## config.mk

```make
export PLATFORM = sky130hd
export DESIGN_NAME = irrigation_schedule_sequencer_core
export DESIGN_NICKNAME = d
export VERILOG_FILES = /design/src/hdl/iss_pkg.sv /design/src/hdl/irrigation_schedule_sequencer_core.sv /design/src/hdl/iss_ctrl.sv /design/src/hdl/iss_dp.sv
export SDC_FILE = /design/constraint.sdc
export NUM_CORES = 1
export LEC_CHECK = 0
export BUFFER_PORTS_ARGS = -buffer_cell sky130_fd_sc_hd__buf_2
export CAP_MARGIN = 20
export CORE_MARGIN = 2
export CORE_UTILIZATION = 50
export DETAILED_ROUTE_END_ITERATION = 8
export HOLD_SLACK_MARGIN = 0.1
export MAX_ROUTING_LAYER = met4
export PLACE_DENSITY = 0.76
export RECOVER_POWER = 100
export SLEW_MARGIN = 20
export SYNTH_ARGS = -nofsm -noshare
export SYNTH_HDL_FRONTEND = slang
export SYNTH_SLANG_ARGS = --single-unit
export TNS_END_PERCENT = 100
```

## constraint.sdc

```tcl
create_clock -name clk -period 4.5 [get_ports clk]
set_input_delay 0 -clock clk [delete_from_list [all_inputs] [get_ports clk]]
set_output_delay 0 -clock clk [all_outputs]
set_load 0.005 [all_outputs]
```

## src/hdl/iss_pkg.sv

```systemverilog
// ----------------------------------------------------------------------------
// iss_pkg
// Shared types and constants of the irrigation schedule sequencer.
// ----------------------------------------------------------------------------
`default_nettype none

package iss_pkg;

  localparam int TABLE_SLOTS = 6;
  localparam int SECTORS     = 3;
  localparam int SLOT_W      = (TABLE_SLOTS > 1) ? $clog2(TABLE_SLOTS) : 1;
  localparam int CNT_W       = 3;

  localparam logic [7:0] SETTLE_RESET = 8'd5;
  localparam logic [5:0] MINUTE_NONE  = 6'd63;

  localparam logic [1:0] OP_TICK   = 2'd0;
  localparam logic [1:0] OP_ADD    = 2'd1;
  localparam logic [1:0] OP_DELETE = 2'd2;
  localparam logic [1:0] OP_CANCEL = 2'd3;

  localparam logic [1:0] PH_IDLE  = 2'd0;
  localparam logic [1:0] PH_VALVE = 2'd1;
  localparam logic [1:0] PH_WATER = 2'd2;
  localparam logic [1:0] PH_DRAIN = 2'd3;

  localparam logic [1:0] ST_OK       = 2'd0;
  localparam logic [1:0] ST_BAD_SECT = 2'd1;
  localparam logic [1:0] ST_FULL     = 2'd2;
  localparam logic [1:0] ST_BAD_SLOT = 2'd3;

  typedef struct packed {
    logic latch;
    logic exec;
    logic start_run;
    logic report;
  } iss_cmd_t;

  typedef struct packed {
    logic is_tick;
  } iss_stat_t;

endpackage

`default_nettype wire

```

## src/hdl/irrigation_schedule_sequencer_core.sv

```systemverilog
// ----------------------------------------------------------------------------
// irrigation_schedule_sequencer_core
// Watering schedule table with a valve/pump run sequencer.
//
//   channel   handshake              fields
//   command   start / busy           op, now_*, entry_*, target_slot
//   result    done (one cycle)       valve_mask .. running
//   config    cfg_we                 cfg_wdata (settle ticks)
//
// A tick goes through capture, execute, run start and report before the done
// beat; other commands skip run start. The six-slot table is compared in
// parallel in the execute cycle. Synchronous reset clears the table and run
// state; no clearing pass. Results cannot be stalled.
// ----------------------------------------------------------------------------
`default_nettype none

module irrigation_schedule_sequencer_core (
  input  wire        clk,
  input  wire        rst,
  input  wire        start,
  output logic       busy,
  output logic       done,
  input  wire        cfg_we,
  input  wire  [7:0] cfg_wdata,
  input  wire  [1:0] op,
  input  wire  [4:0] now_hour,
  input  wire  [5:0] now_minute,
  input  wire  [1:0] entry_sector,
  input  wire  [4:0] entry_hour,
  input  wire  [5:0] entry_minute,
  input  wire  [5:0] entry_duration,
  input  wire  [2:0] target_slot,
  output logic [2:0] valve_mask,
  output logic       pump_on,
  output logic [5:0] minutes_left,
  output logic [1:0] status,
  output logic [2:0] slot_used,
  output logic [2:0] entry_count,
  output logic       running
);
  import iss_pkg::*;

  iss_cmd_t  cmd;
  iss_stat_t stat;

  iss_ctrl u_ctrl (
    .clk   (clk),
    .rst   (rst),
    .start (start),
    .stat  (stat),
    .cmd   (cmd),
    .busy  (busy),
    .done  (done)
  );

  iss_dp u_dp (
    .clk            (clk),
    .rst            (rst),
    .cmd            (cmd),
    .stat           (stat),
    .cfg_we         (cfg_we),
    .cfg_wdata      (cfg_wdata),
    .op             (op),
    .now_hour       (now_hour),
    .now_minute     (now_minute),
    .entry_sector   (entry_sector),
    .entry_hour     (entry_hour),
    .entry_minute   (entry_minute),
    .entry_duration (entry_duration),
    .target_slot    (target_slot),
    .valve_mask     (valve_mask),
    .pump_on        (pump_on),
    .minutes_left   (minutes_left),
    .status         (status),
    .slot_used      (slot_used),
    .entry_count    (entry_count),
    .running        (running)
  );

  a_accept_busy: assert property (@(posedge clk) disable iff (rst)
    (start && !busy) |=> busy)
    else $error("accepted command did not raise busy");

  a_done_follows_busy: assert property (@(posedge clk) disable iff (rst)
    done |-> $past(busy))
    else $error("result beat without a command in flight");

  a_pump_needs_run: assert property (@(posedge clk) disable iff (rst)
    (done && pump_on) |-> (running && valve_mask != 3'd0))
    else $error("pump driven outside a run");

endmodule

`default_nettype wire

```

## src/hdl/iss_ctrl.sv

```systemverilog
// ----------------------------------------------------------------------------
// iss_ctrl
// Sequencing state machine: capture, execute, run start, report.
// ----------------------------------------------------------------------------
`default_nettype none

module iss_ctrl (
  input  wire                clk,
  input  wire                rst,
  input  wire                start,
  input  iss_pkg::iss_stat_t stat,
  output iss_pkg::iss_cmd_t  cmd,
  output logic               busy,
  output logic               done
);
  import iss_pkg::*;

  localparam logic [1:0] S_IDLE  = 2'd0;
  localparam logic [1:0] S_EXEC  = 2'd1;
  localparam logic [1:0] S_START = 2'd2;
  localparam logic [1:0] S_DONE  = 2'd3;

  logic [1:0] state;
  logic [1:0] state_next;

  always_comb begin
    state_next    = state;
    cmd.latch     = 1'b0;
    cmd.exec      = 1'b0;
    cmd.start_run = 1'b0;
    cmd.report    = 1'b0;
    case (state)
      S_IDLE: begin
        if (start) begin
          cmd.latch  = 1'b1;
          state_next = S_EXEC;
        end
      end
      S_EXEC: begin
        cmd.exec   = 1'b1;
        state_next = stat.is_tick ? S_START : S_DONE;
      end
      S_START: begin
        cmd.start_run = 1'b1;
        state_next    = S_DONE;
      end
      S_DONE: begin
        cmd.report = 1'b1;
        state_next = S_IDLE;
      end
      default: state_next = S_IDLE;
    endcase
  end

  always_ff @(posedge clk) begin
    if (rst) begin
      state <= S_IDLE;
      done  <= 1'b0;
    end else begin
      state <= state_next;
      done  <= cmd.report;
    end
  end

  assign busy = (state != S_IDLE);

endmodule

`default_nettype wire

```

## src/hdl/iss_dp.sv

```systemverilog
// ----------------------------------------------------------------------------
// iss_dp
// Datapath: entry table, run phase registers and registered result beat.
// ----------------------------------------------------------------------------
`default_nettype none

module iss_dp (
  input  wire                clk,
  input  wire                rst,
  input  iss_pkg::iss_cmd_t  cmd,
  output iss_pkg::iss_stat_t stat,
  input  wire                cfg_we,
  input  wire  [7:0]         cfg_wdata,
  input  wire  [1:0]         op,
  input  wire  [4:0]         now_hour,
  input  wire  [5:0]         now_minute,
  input  wire  [1:0]         entry_sector,
  input  wire  [4:0]         entry_hour,
  input  wire  [5:0]         entry_minute,
  input  wire  [5:0]         entry_duration,
  input  wire  [2:0]         target_slot,
  output logic [2:0]         valve_mask,
  output logic               pump_on,
  output logic [5:0]         minutes_left,
  output logic [1:0]         status,
  output logic [2:0]         slot_used,
  output logic [2:0]         entry_count,
  output logic               running
);
  import iss_pkg::*;

  // captured command
  logic [1:0] op_r;
  logic [4:0] now_hour_r;
  logic [5:0] now_minute_r;
  logic [1:0] sector_r;
  logic [4:0] hour_r;
  logic [5:0] minute_r;
  logic [5:0] duration_r;
  logic [2:0] target_r;

  // table and run state
  logic [1:0] tab_sector   [TABLE_SLOTS];
  logic [4:0] tab_hour     [TABLE_SLOTS];
  logic [5:0] tab_minute   [TABLE_SLOTS];
  logic [5:0] tab_duration [TABLE_SLOTS];
  logic [CNT_W-1:0]       occupied_count;
  logic [TABLE_SLOTS-1:0] pending_mask;
  logic [1:0]             phase;
  logic [SLOT_W-1:0]      active_slot;
  logic [5:0]             remaining;
  logic [7:0]             settle_left;
  logic [5:0]             last_minute;
  logic [7:0]             settle_ticks;
  logic [1:0]             res_status;
  logic [2:0]             res_slot;

  // execute-stage terms
  logic                   new_min;
  logic [5:0]             rem_a;
  logic [7:0]             set_a;
  logic [1:0]             ph_a;
  logic [TABLE_SLOTS-1:0] match;
  logic                   free_found;
  logic [SLOT_W-1:0]      free_idx;
  logic                   sect_bad;
  logic                   del_bad;
  logic [SLOT_W-1:0]      del_idx;
  logic                   pend_found;
  logic [SLOT_W-1:0]      pend_idx;
  logic [1:0]             act_sector;
  logic [2:0]             valve_next;

  assign stat.is_tick = (op_r == OP_TICK);

  always_comb begin
    new_min = (now_minute_r != last_minute);
    rem_a   = remaining;
    set_a   = settle_left;
    ph_a    = phase;
    if (new_min && (phase == PH_VALVE || phase == PH_WATER) && remaining != 6'd0) begin
      rem_a = remaining - 6'd1;
    end
    case (phase)
      PH_VALVE: begin
        if (settle_left != 8'd0) begin
          set_a = settle_left - 8'd1;
        end
        if (set_a == 8'd0) begin
          ph_a = PH_WATER;
        end
      end
      PH_WATER: begin
        if (rem_a == 6'd0) begin
          ph_a  = PH_DRAIN;
          set_a = settle_ticks;
        end
      end
      PH_DRAIN: begin
        if (settle_left != 8'd0) begin
          set_a = settle_left - 8'd1;
        end
        if (set_a == 8'd0) begin
          ph_a = PH_IDLE;
        end
      end
      default: ;
    endcase
  end

  always_comb begin
    free_found = 1'b0;
    free_idx   = '0;
    pend_found = 1'b0;
    pend_idx   = '0;
    for (int i = TABLE_SLOTS - 1; i >= 0; i--) begin
      match[i] = (tab_sector[i] != 2'd0) && (tab_hour[i] == now_hour_r) &&
                 (tab_minute[i] == now_minute_r);
      if (tab_sector[i] == 2'd0) begin
        free_found = 1'b1;
        free_idx   = SLOT_W'(i);
      end
      if (pending_mask[i]) begin
        pend_found = 1'b1;
        pend_idx   = SLOT_W'(i);
      end
    end
  end

  assign sect_bad   = (sector_r == 2'd0) || (3'(sector_r) > 3'(SECTORS));
  assign del_idx    = SLOT_W'(target_r);
  assign del_bad    = (4'(target_r) >= 4'(TABLE_SLOTS)) ||
                      ((phase != PH_IDLE) && (4'(target_r) == 4'(active_slot)));
  assign act_sector = tab_sector[active_slot];

  always_comb begin
    valve_next = 3'd0;
    if (phase != PH_IDLE && 4'(active_slot) < 4'(TABLE_SLOTS)) begin
      case (act_sector)
        2'd1:    valve_next = 3'b001;
        2'd2:    valve_next = 3'b010;
        2'd3:    valve_next = 3'b100;
        default: valve_next = 3'b000;
      endcase
    end
  end

  always_ff @(posedge clk) begin
    if (cmd.latch) begin
      op_r         <= op;
      now_hour_r   <= now_hour;
      now_minute_r <= now_minute;
      sector_r     <= entry_sector;
      hour_r       <= entry_hour;
      minute_r     <= entry_minute;
      duration_r   <= entry_duration;
      target_r     <= target_slot;
    end
  end

  always_ff @(posedge clk) begin
    if (rst) begin
      for (int i = 0; i < TABLE_SLOTS; i++) begin
        tab_sector[i]   <= 2'd0;
        tab_hour[i]     <= 5'd0;
        tab_minute[i]   <= 6'd0;
        tab_duration[i] <= 6'd0;
      end
      occupied_count <= '0;
      pending_mask   <= '0;
      phase          <= PH_IDLE;
      active_slot    <= '0;
      remaining      <= 6'd0;
      settle_left    <= 8'd0;
      last_minute    <= MINUTE_NONE;
      settle_ticks   <= SETTLE_RESET;
      res_status     <= ST_OK;
      res_slot       <= 3'd0;
    end else begin
      if (cfg_we) begin
        settle_ticks <= cfg_wdata;
      end
      if (cmd.exec) begin
        case (op_r)
          OP_TICK: begin
            res_status  <= ST_OK;
            res_slot    <= 3'd0;
            last_minute <= now_minute_r;
            phase       <= ph_a;
            remaining   <= rem_a;
            settle_left <= set_a;
            if (new_min) begin
              pending_mask <= pending_mask | match;
            end
          end
          OP_ADD: begin
            if (sect_bad) begin
              res_status <= ST_BAD_SECT;
              res_slot   <= 3'd0;
            end else if (!free_found) begin
              res_status <= ST_FULL;
              res_slot   <= 3'd0;
            end else begin
              tab_sector[free_idx]   <= sector_r;
              tab_hour[free_idx]     <= hour_r;
              tab_minute[free_idx]   <= minute_r;
              tab_duration[free_idx] <= duration_r;
              occupied_count         <= occupied_count + CNT_W'(1);
              res_status             <= ST_OK;
              res_slot               <= 3'(free_idx);
            end
          end
          OP_DELETE: begin
            if (del_bad) begin
              res_status <= ST_BAD_SLOT;
              res_slot   <= 3'd0;
            end else begin
              if (tab_sector[del_idx] != 2'd0) begin
                tab_sector[del_idx]   <= 2'd0;
                tab_hour[del_idx]     <= 5'd0;
                tab_minute[del_idx]   <= 6'd0;
                tab_duration[del_idx] <= 6'd0;
                occupied_count        <= occupied_count - CNT_W'(1);
              end
              pending_mask[del_idx] <= 1'b0;
              res_status            <= ST_OK;
              res_slot              <= target_r;
            end
          end
          OP_CANCEL: begin
            res_status   <= ST_OK;
            res_slot     <= 3'd0;
            pending_mask <= '0;
            phase        <= PH_IDLE;
            remaining    <= 6'd0;
            settle_left  <= 8'd0;
          end
          default: begin
            res_status <= ST_OK;
            res_slot   <= 3'd0;
          end
        endcase
      end
      if (cmd.start_run && phase == PH_IDLE && pend_found) begin
        pending_mask[pend_idx] <= 1'b0;
        active_slot            <= pend_idx;
        remaining              <= tab_duration[pend_idx];
        settle_left            <= settle_ticks;
        phase                  <= PH_VALVE;
      end
    end
  end

  // result beat
  always_ff @(posedge clk) begin
    if (cmd.report) begin
      valve_mask   <= valve_next;
      pump_on      <= (phase == PH_WATER);
      minutes_left <= (phase != PH_IDLE) ? remaining : 6'd0;
      status       <= res_status;
      slot_used    <= res_slot;
      entry_count  <= 3'(occupied_count);
      running      <= (phase != PH_IDLE);
    end
  end

endmodule

`default_nettype wire

```

==> impl_metrics.csv <==
group,metric,value,unit
run_status,status,"finished with violations",
run_status,violations,"max-capacitance violations, max-slew violations",
finish,mostFrequentLayoutCell,"edfxtp_1",
placed_design,dp.final_hpwl,16000,µm
timing,slew_violations,79,
setup_path,path_depth,10,
setup_path,startpoint,"u_ctrl.state[1]",
synthesis,ys_seq_area_share,57.6,%
detailed_routing,via_per_inst,5.66,
setup_path,rrSetupSlack,830,ps
grt,antenna_found_initial,0,
detailed_routing,avgRoutedWirePerCell,18.3,µm
detailed_routing,num_vias,7580,
synthesis,synth_cell_type_count,70,
setup_path,critPathCaptureType,"register",
clock_network,cts_root_buf,"clkbuf_16",
placed_design,portBuffers,67,
synthesis,synth_top_area_share,47.3,%
min_path,min_path_type,"input port to register",
finish,area_growth,17.4,%
finish,nets,1107,
setup_path,crit_path_cell_trace,"inv_1 > ha_1 > clkbuf_1 > nor2b_1 > nand3_1 > nor2_1 > o211ai_1 > a22oi_1 > buf_4 > or2_2",
timing,worstMarginPinSlew,2050,ps
setup_path,crit_path_top_delay_cell,"clkbuf_1",
power,power_density,473,nW/µm²
clock_network,numCtsBuffers,25,
clock_network,cts_htree_levels,1,
setup_path,cp_top_family,"simple AND/OR/NAND/NOR gates",
detailed_routing,drt_wl_total,24500,µm
placed_design,gp_congestion,0.900,
timing,rsz0062_at_grt,"false",
floorplan,die_h,152,µm
synthesis,yosys_warnings,0,
timing,final.setup.tns,0,ps
finish,final_cell_mix,"edfxtp_1, and3_1, dlygate4sd3_1, nor2_1, dfxtp_1",
clock_network,path_clk_slew,60,ps
synthesis,synth-edff-count,172,
synthesis,ys_ff_latch,228,
synthesis,synth-main-ff-cell,"edfxtp_1",
flow_run,max-cap-violations,2,
setup_path,r2r-end,"u_dp.tab_hour[2][0]",
synthesis,synth_area_leader_cell,"edfxtp_1",
setup_path,crit_end,"u_dp.tab_hour[2][0]",
grt,grt_max_degree,115,
grt,grt-ovfl-total,0,
synthesis,syn_avg_cell_area,11.8,µm²
setup_path,crit_path_start_kind,"register",
setup_path,critPathBufInv,3,
floorplan,rows,54,
grt,track_usage,22.5,%
setup_path,crit_arrival,3810,ps
floorplan,num_io_pins,68,
setup_path,critPathRequiredTime,4650,ps
synthesis,synth_async_sr_flop_share,0,%
timing,max_freq,273,MHz
timing,slew_headroom,-36.9,%
clock_network,cts_sinks,228,
power,ir_drop,0.353,mV
synthesis,yosys-top-cells-area,"edfxtp_1, dfxtp_1, and3_1",
finish,post-route-util,59.3,%
timing,finalSetupViolCount,0,
timing,fin_skew,26.0,ps
detailed_routing,drt_pass1_iterations,5,
detailed_routing,drtAntennaViolNets,0,
power,p_leak,5.05,nW
timing,period_minus_slack,3670,ps
grt,grt_pass1_wl,39200,µm
clock_network,clock_latency,530,ps
floorplan,fp.coreArea,21600,µm²
clock_network,cts_buffer_depth,3,
timing,period_share,81.5,%
detailed_routing,drcViolationCount,0,
setup_path,reg2reg_depth,10,
setup_path,r2r-start,"u_ctrl.state[1]",
synthesis,synth.cell_area,10900,µm²
detailed_routing,dr.first_iter.drc_count,575,
finish,drive_gt1_share,10.8,%
timing,finalHoldViolCount,0,
setup_path,crit_fanout,22,
floorplan,die-area,23000,µm²
finish,n_fill_cell,1793,
synthesis,syn_inst,927,
finish,antenna-diode-count,0,
clock_network,tritoncts,"built",
floorplan,initial_core_util,50.5,%
grt,grt_pass1_vias,7395,
floorplan,die_w,152,µm
clock_network,post_cts_resize_count,0,
setup_path,max_stage_delay,650,ps
setup_path,critPathKind,"register to register",
cell families after synthesis:
| family | count (synthesis) | share of synthesized area (%) |
|---|---|---|
| other | 1 | 0.0344 |
| buffers and inverters | 82 | 3.43 |
| and+or+nand+nor | 343 | 17.0 |
| xor gates and xnor gates | 79 | 6.34 |
| adders and majority gates | 19 | 2.25 |
| AOI/OAI and AO/OA | 133 | 8.91 |
| DFF | 228 | 57.6 |
| muxes | 42 | 4.46 |
cell usage after synthesis (all sizes together) (4+ instances only):
| cell type | instances |
|---|---|
| o22ai | 5 |
| edfxtp | 172 |
| mux4 | 5 |
| nand2b | 6 |
| a32o | 5 |
| xnor2 | 27 |
| a31oi | 4 |
| o21ai | 28 |
| nor2 | 58 |
| xor2 | 52 |
| mux2i | 34 |
| ha | 18 |
| nor4 | 16 |
| o311a | 6 |
| a221oi | 5 |
| a211oi | 13 |
| inv | 22 |
| nand4 | 10 |
| nor2b | 15 |
| nor3 | 26 |
| or2 | 6 |
| and3 | 98 |
| buf | 18 |
| nand3 | 23 |
| dfxtp | 56 |
| nand2 | 52 |
| a21oi | 23 |
| and2 | 23 |
| a22oi | 8 |
| clkbuf | 42 |
layout make-up:
| cell class | instances | area [µm²] | share of cell area, % |
|---|---|---|---|
| Sequential cell | 228 | 6290 | 49.1 |
| Multi-Input combinational cell | 620 | 4250 | 33.2 |
| Timing Repair Buffer | 144 | 1020 | 7.95 |
| Clock buffer | 38 | 736 | 5.74 |
| Tap cell | 280 | 350 | 2.73 |
| Clock inverter | 8 | 88.8 | 0.693 |
| Inverter | 22 | 82.6 | 0.645 |
state kept, by name (all words and copies together) (netlist names), 5 cells and up, named ones only:
signal	cells
u_dp.duration_r	6
u_dp.remaining	6
u_dp.last_minute	6
u_dp.tab_sector	16
u_dp.minutes_left	6
u_dp.pending_mask	6
u_dp.tab_minute	36
u_dp.hour_r	5
u_dp.now_minute_r	6
u_dp.now_hour_r	5
u_dp.settle_left	8
u_dp.tab_duration	36
u_dp.settle_ticks	8
u_dp.tab_hour	30
u_dp.minute_r	6
worst min-delay path by stage:
stage | from | end | cells past startpoint
2_1_floorplan | target_slot[0] | u_dp.del_idx[0] | 0
3_3_place_gp | entry_minute[0] | u_dp.minute_r[0] | 1
3_5_place_dp | now_minute[4] | u_dp.now_minute_r[4] | 1
4_1_cts | now_minute[1] | u_dp.now_minute_r[1] | 2
5_1_grt | now_minute[4] | u_dp.now_minute_r[4] | 2
6_report | now_minute[4] | u_dp.now_minute_r[4] | 2
report_power, final:
part	internal [W]	leakage (nW)	total [W]	switching, W
Clock	0.00124	0.402	0.00205	0.000808
Combinational	0.000481	2.46	0.00123	0.000748
Sequential	0.00255	2.19	0.00278	0.000229
metal layers:
metal / global-route usage [%] / routed length, µm / up-vias
met5: - / 0 / -
met4: 5.97 / 505 / 0
met3: 3.11 / 1380 / 45
met2: 36.4 / 11700 / 243
met1: 30.0 / 10900 / 3627
li1: - / - / 3665
what timing repair did:
action	CTS	global route
setup buffers	0	0
hold endpoints to repair	56	0
hold buffers	59	0
metrics by stage:
step	instance area [µm²]	total power [W]	cells	worst slack, ps	hold slack, ps
4_1_cts	12900	0.00609	1340	1140	160
3_3_place_gp	11500	0.00398	1235	1240	176
2_1_floorplan	10900	0.00365	930	696	98.9
6_report	12800	0.00605	1340	834	182
5_1_grt	12800	0.00635	1340	553	165
3_5_place_dp	11500	0.00401	1235	1170	178
Power figures use the tool's default switching activity.
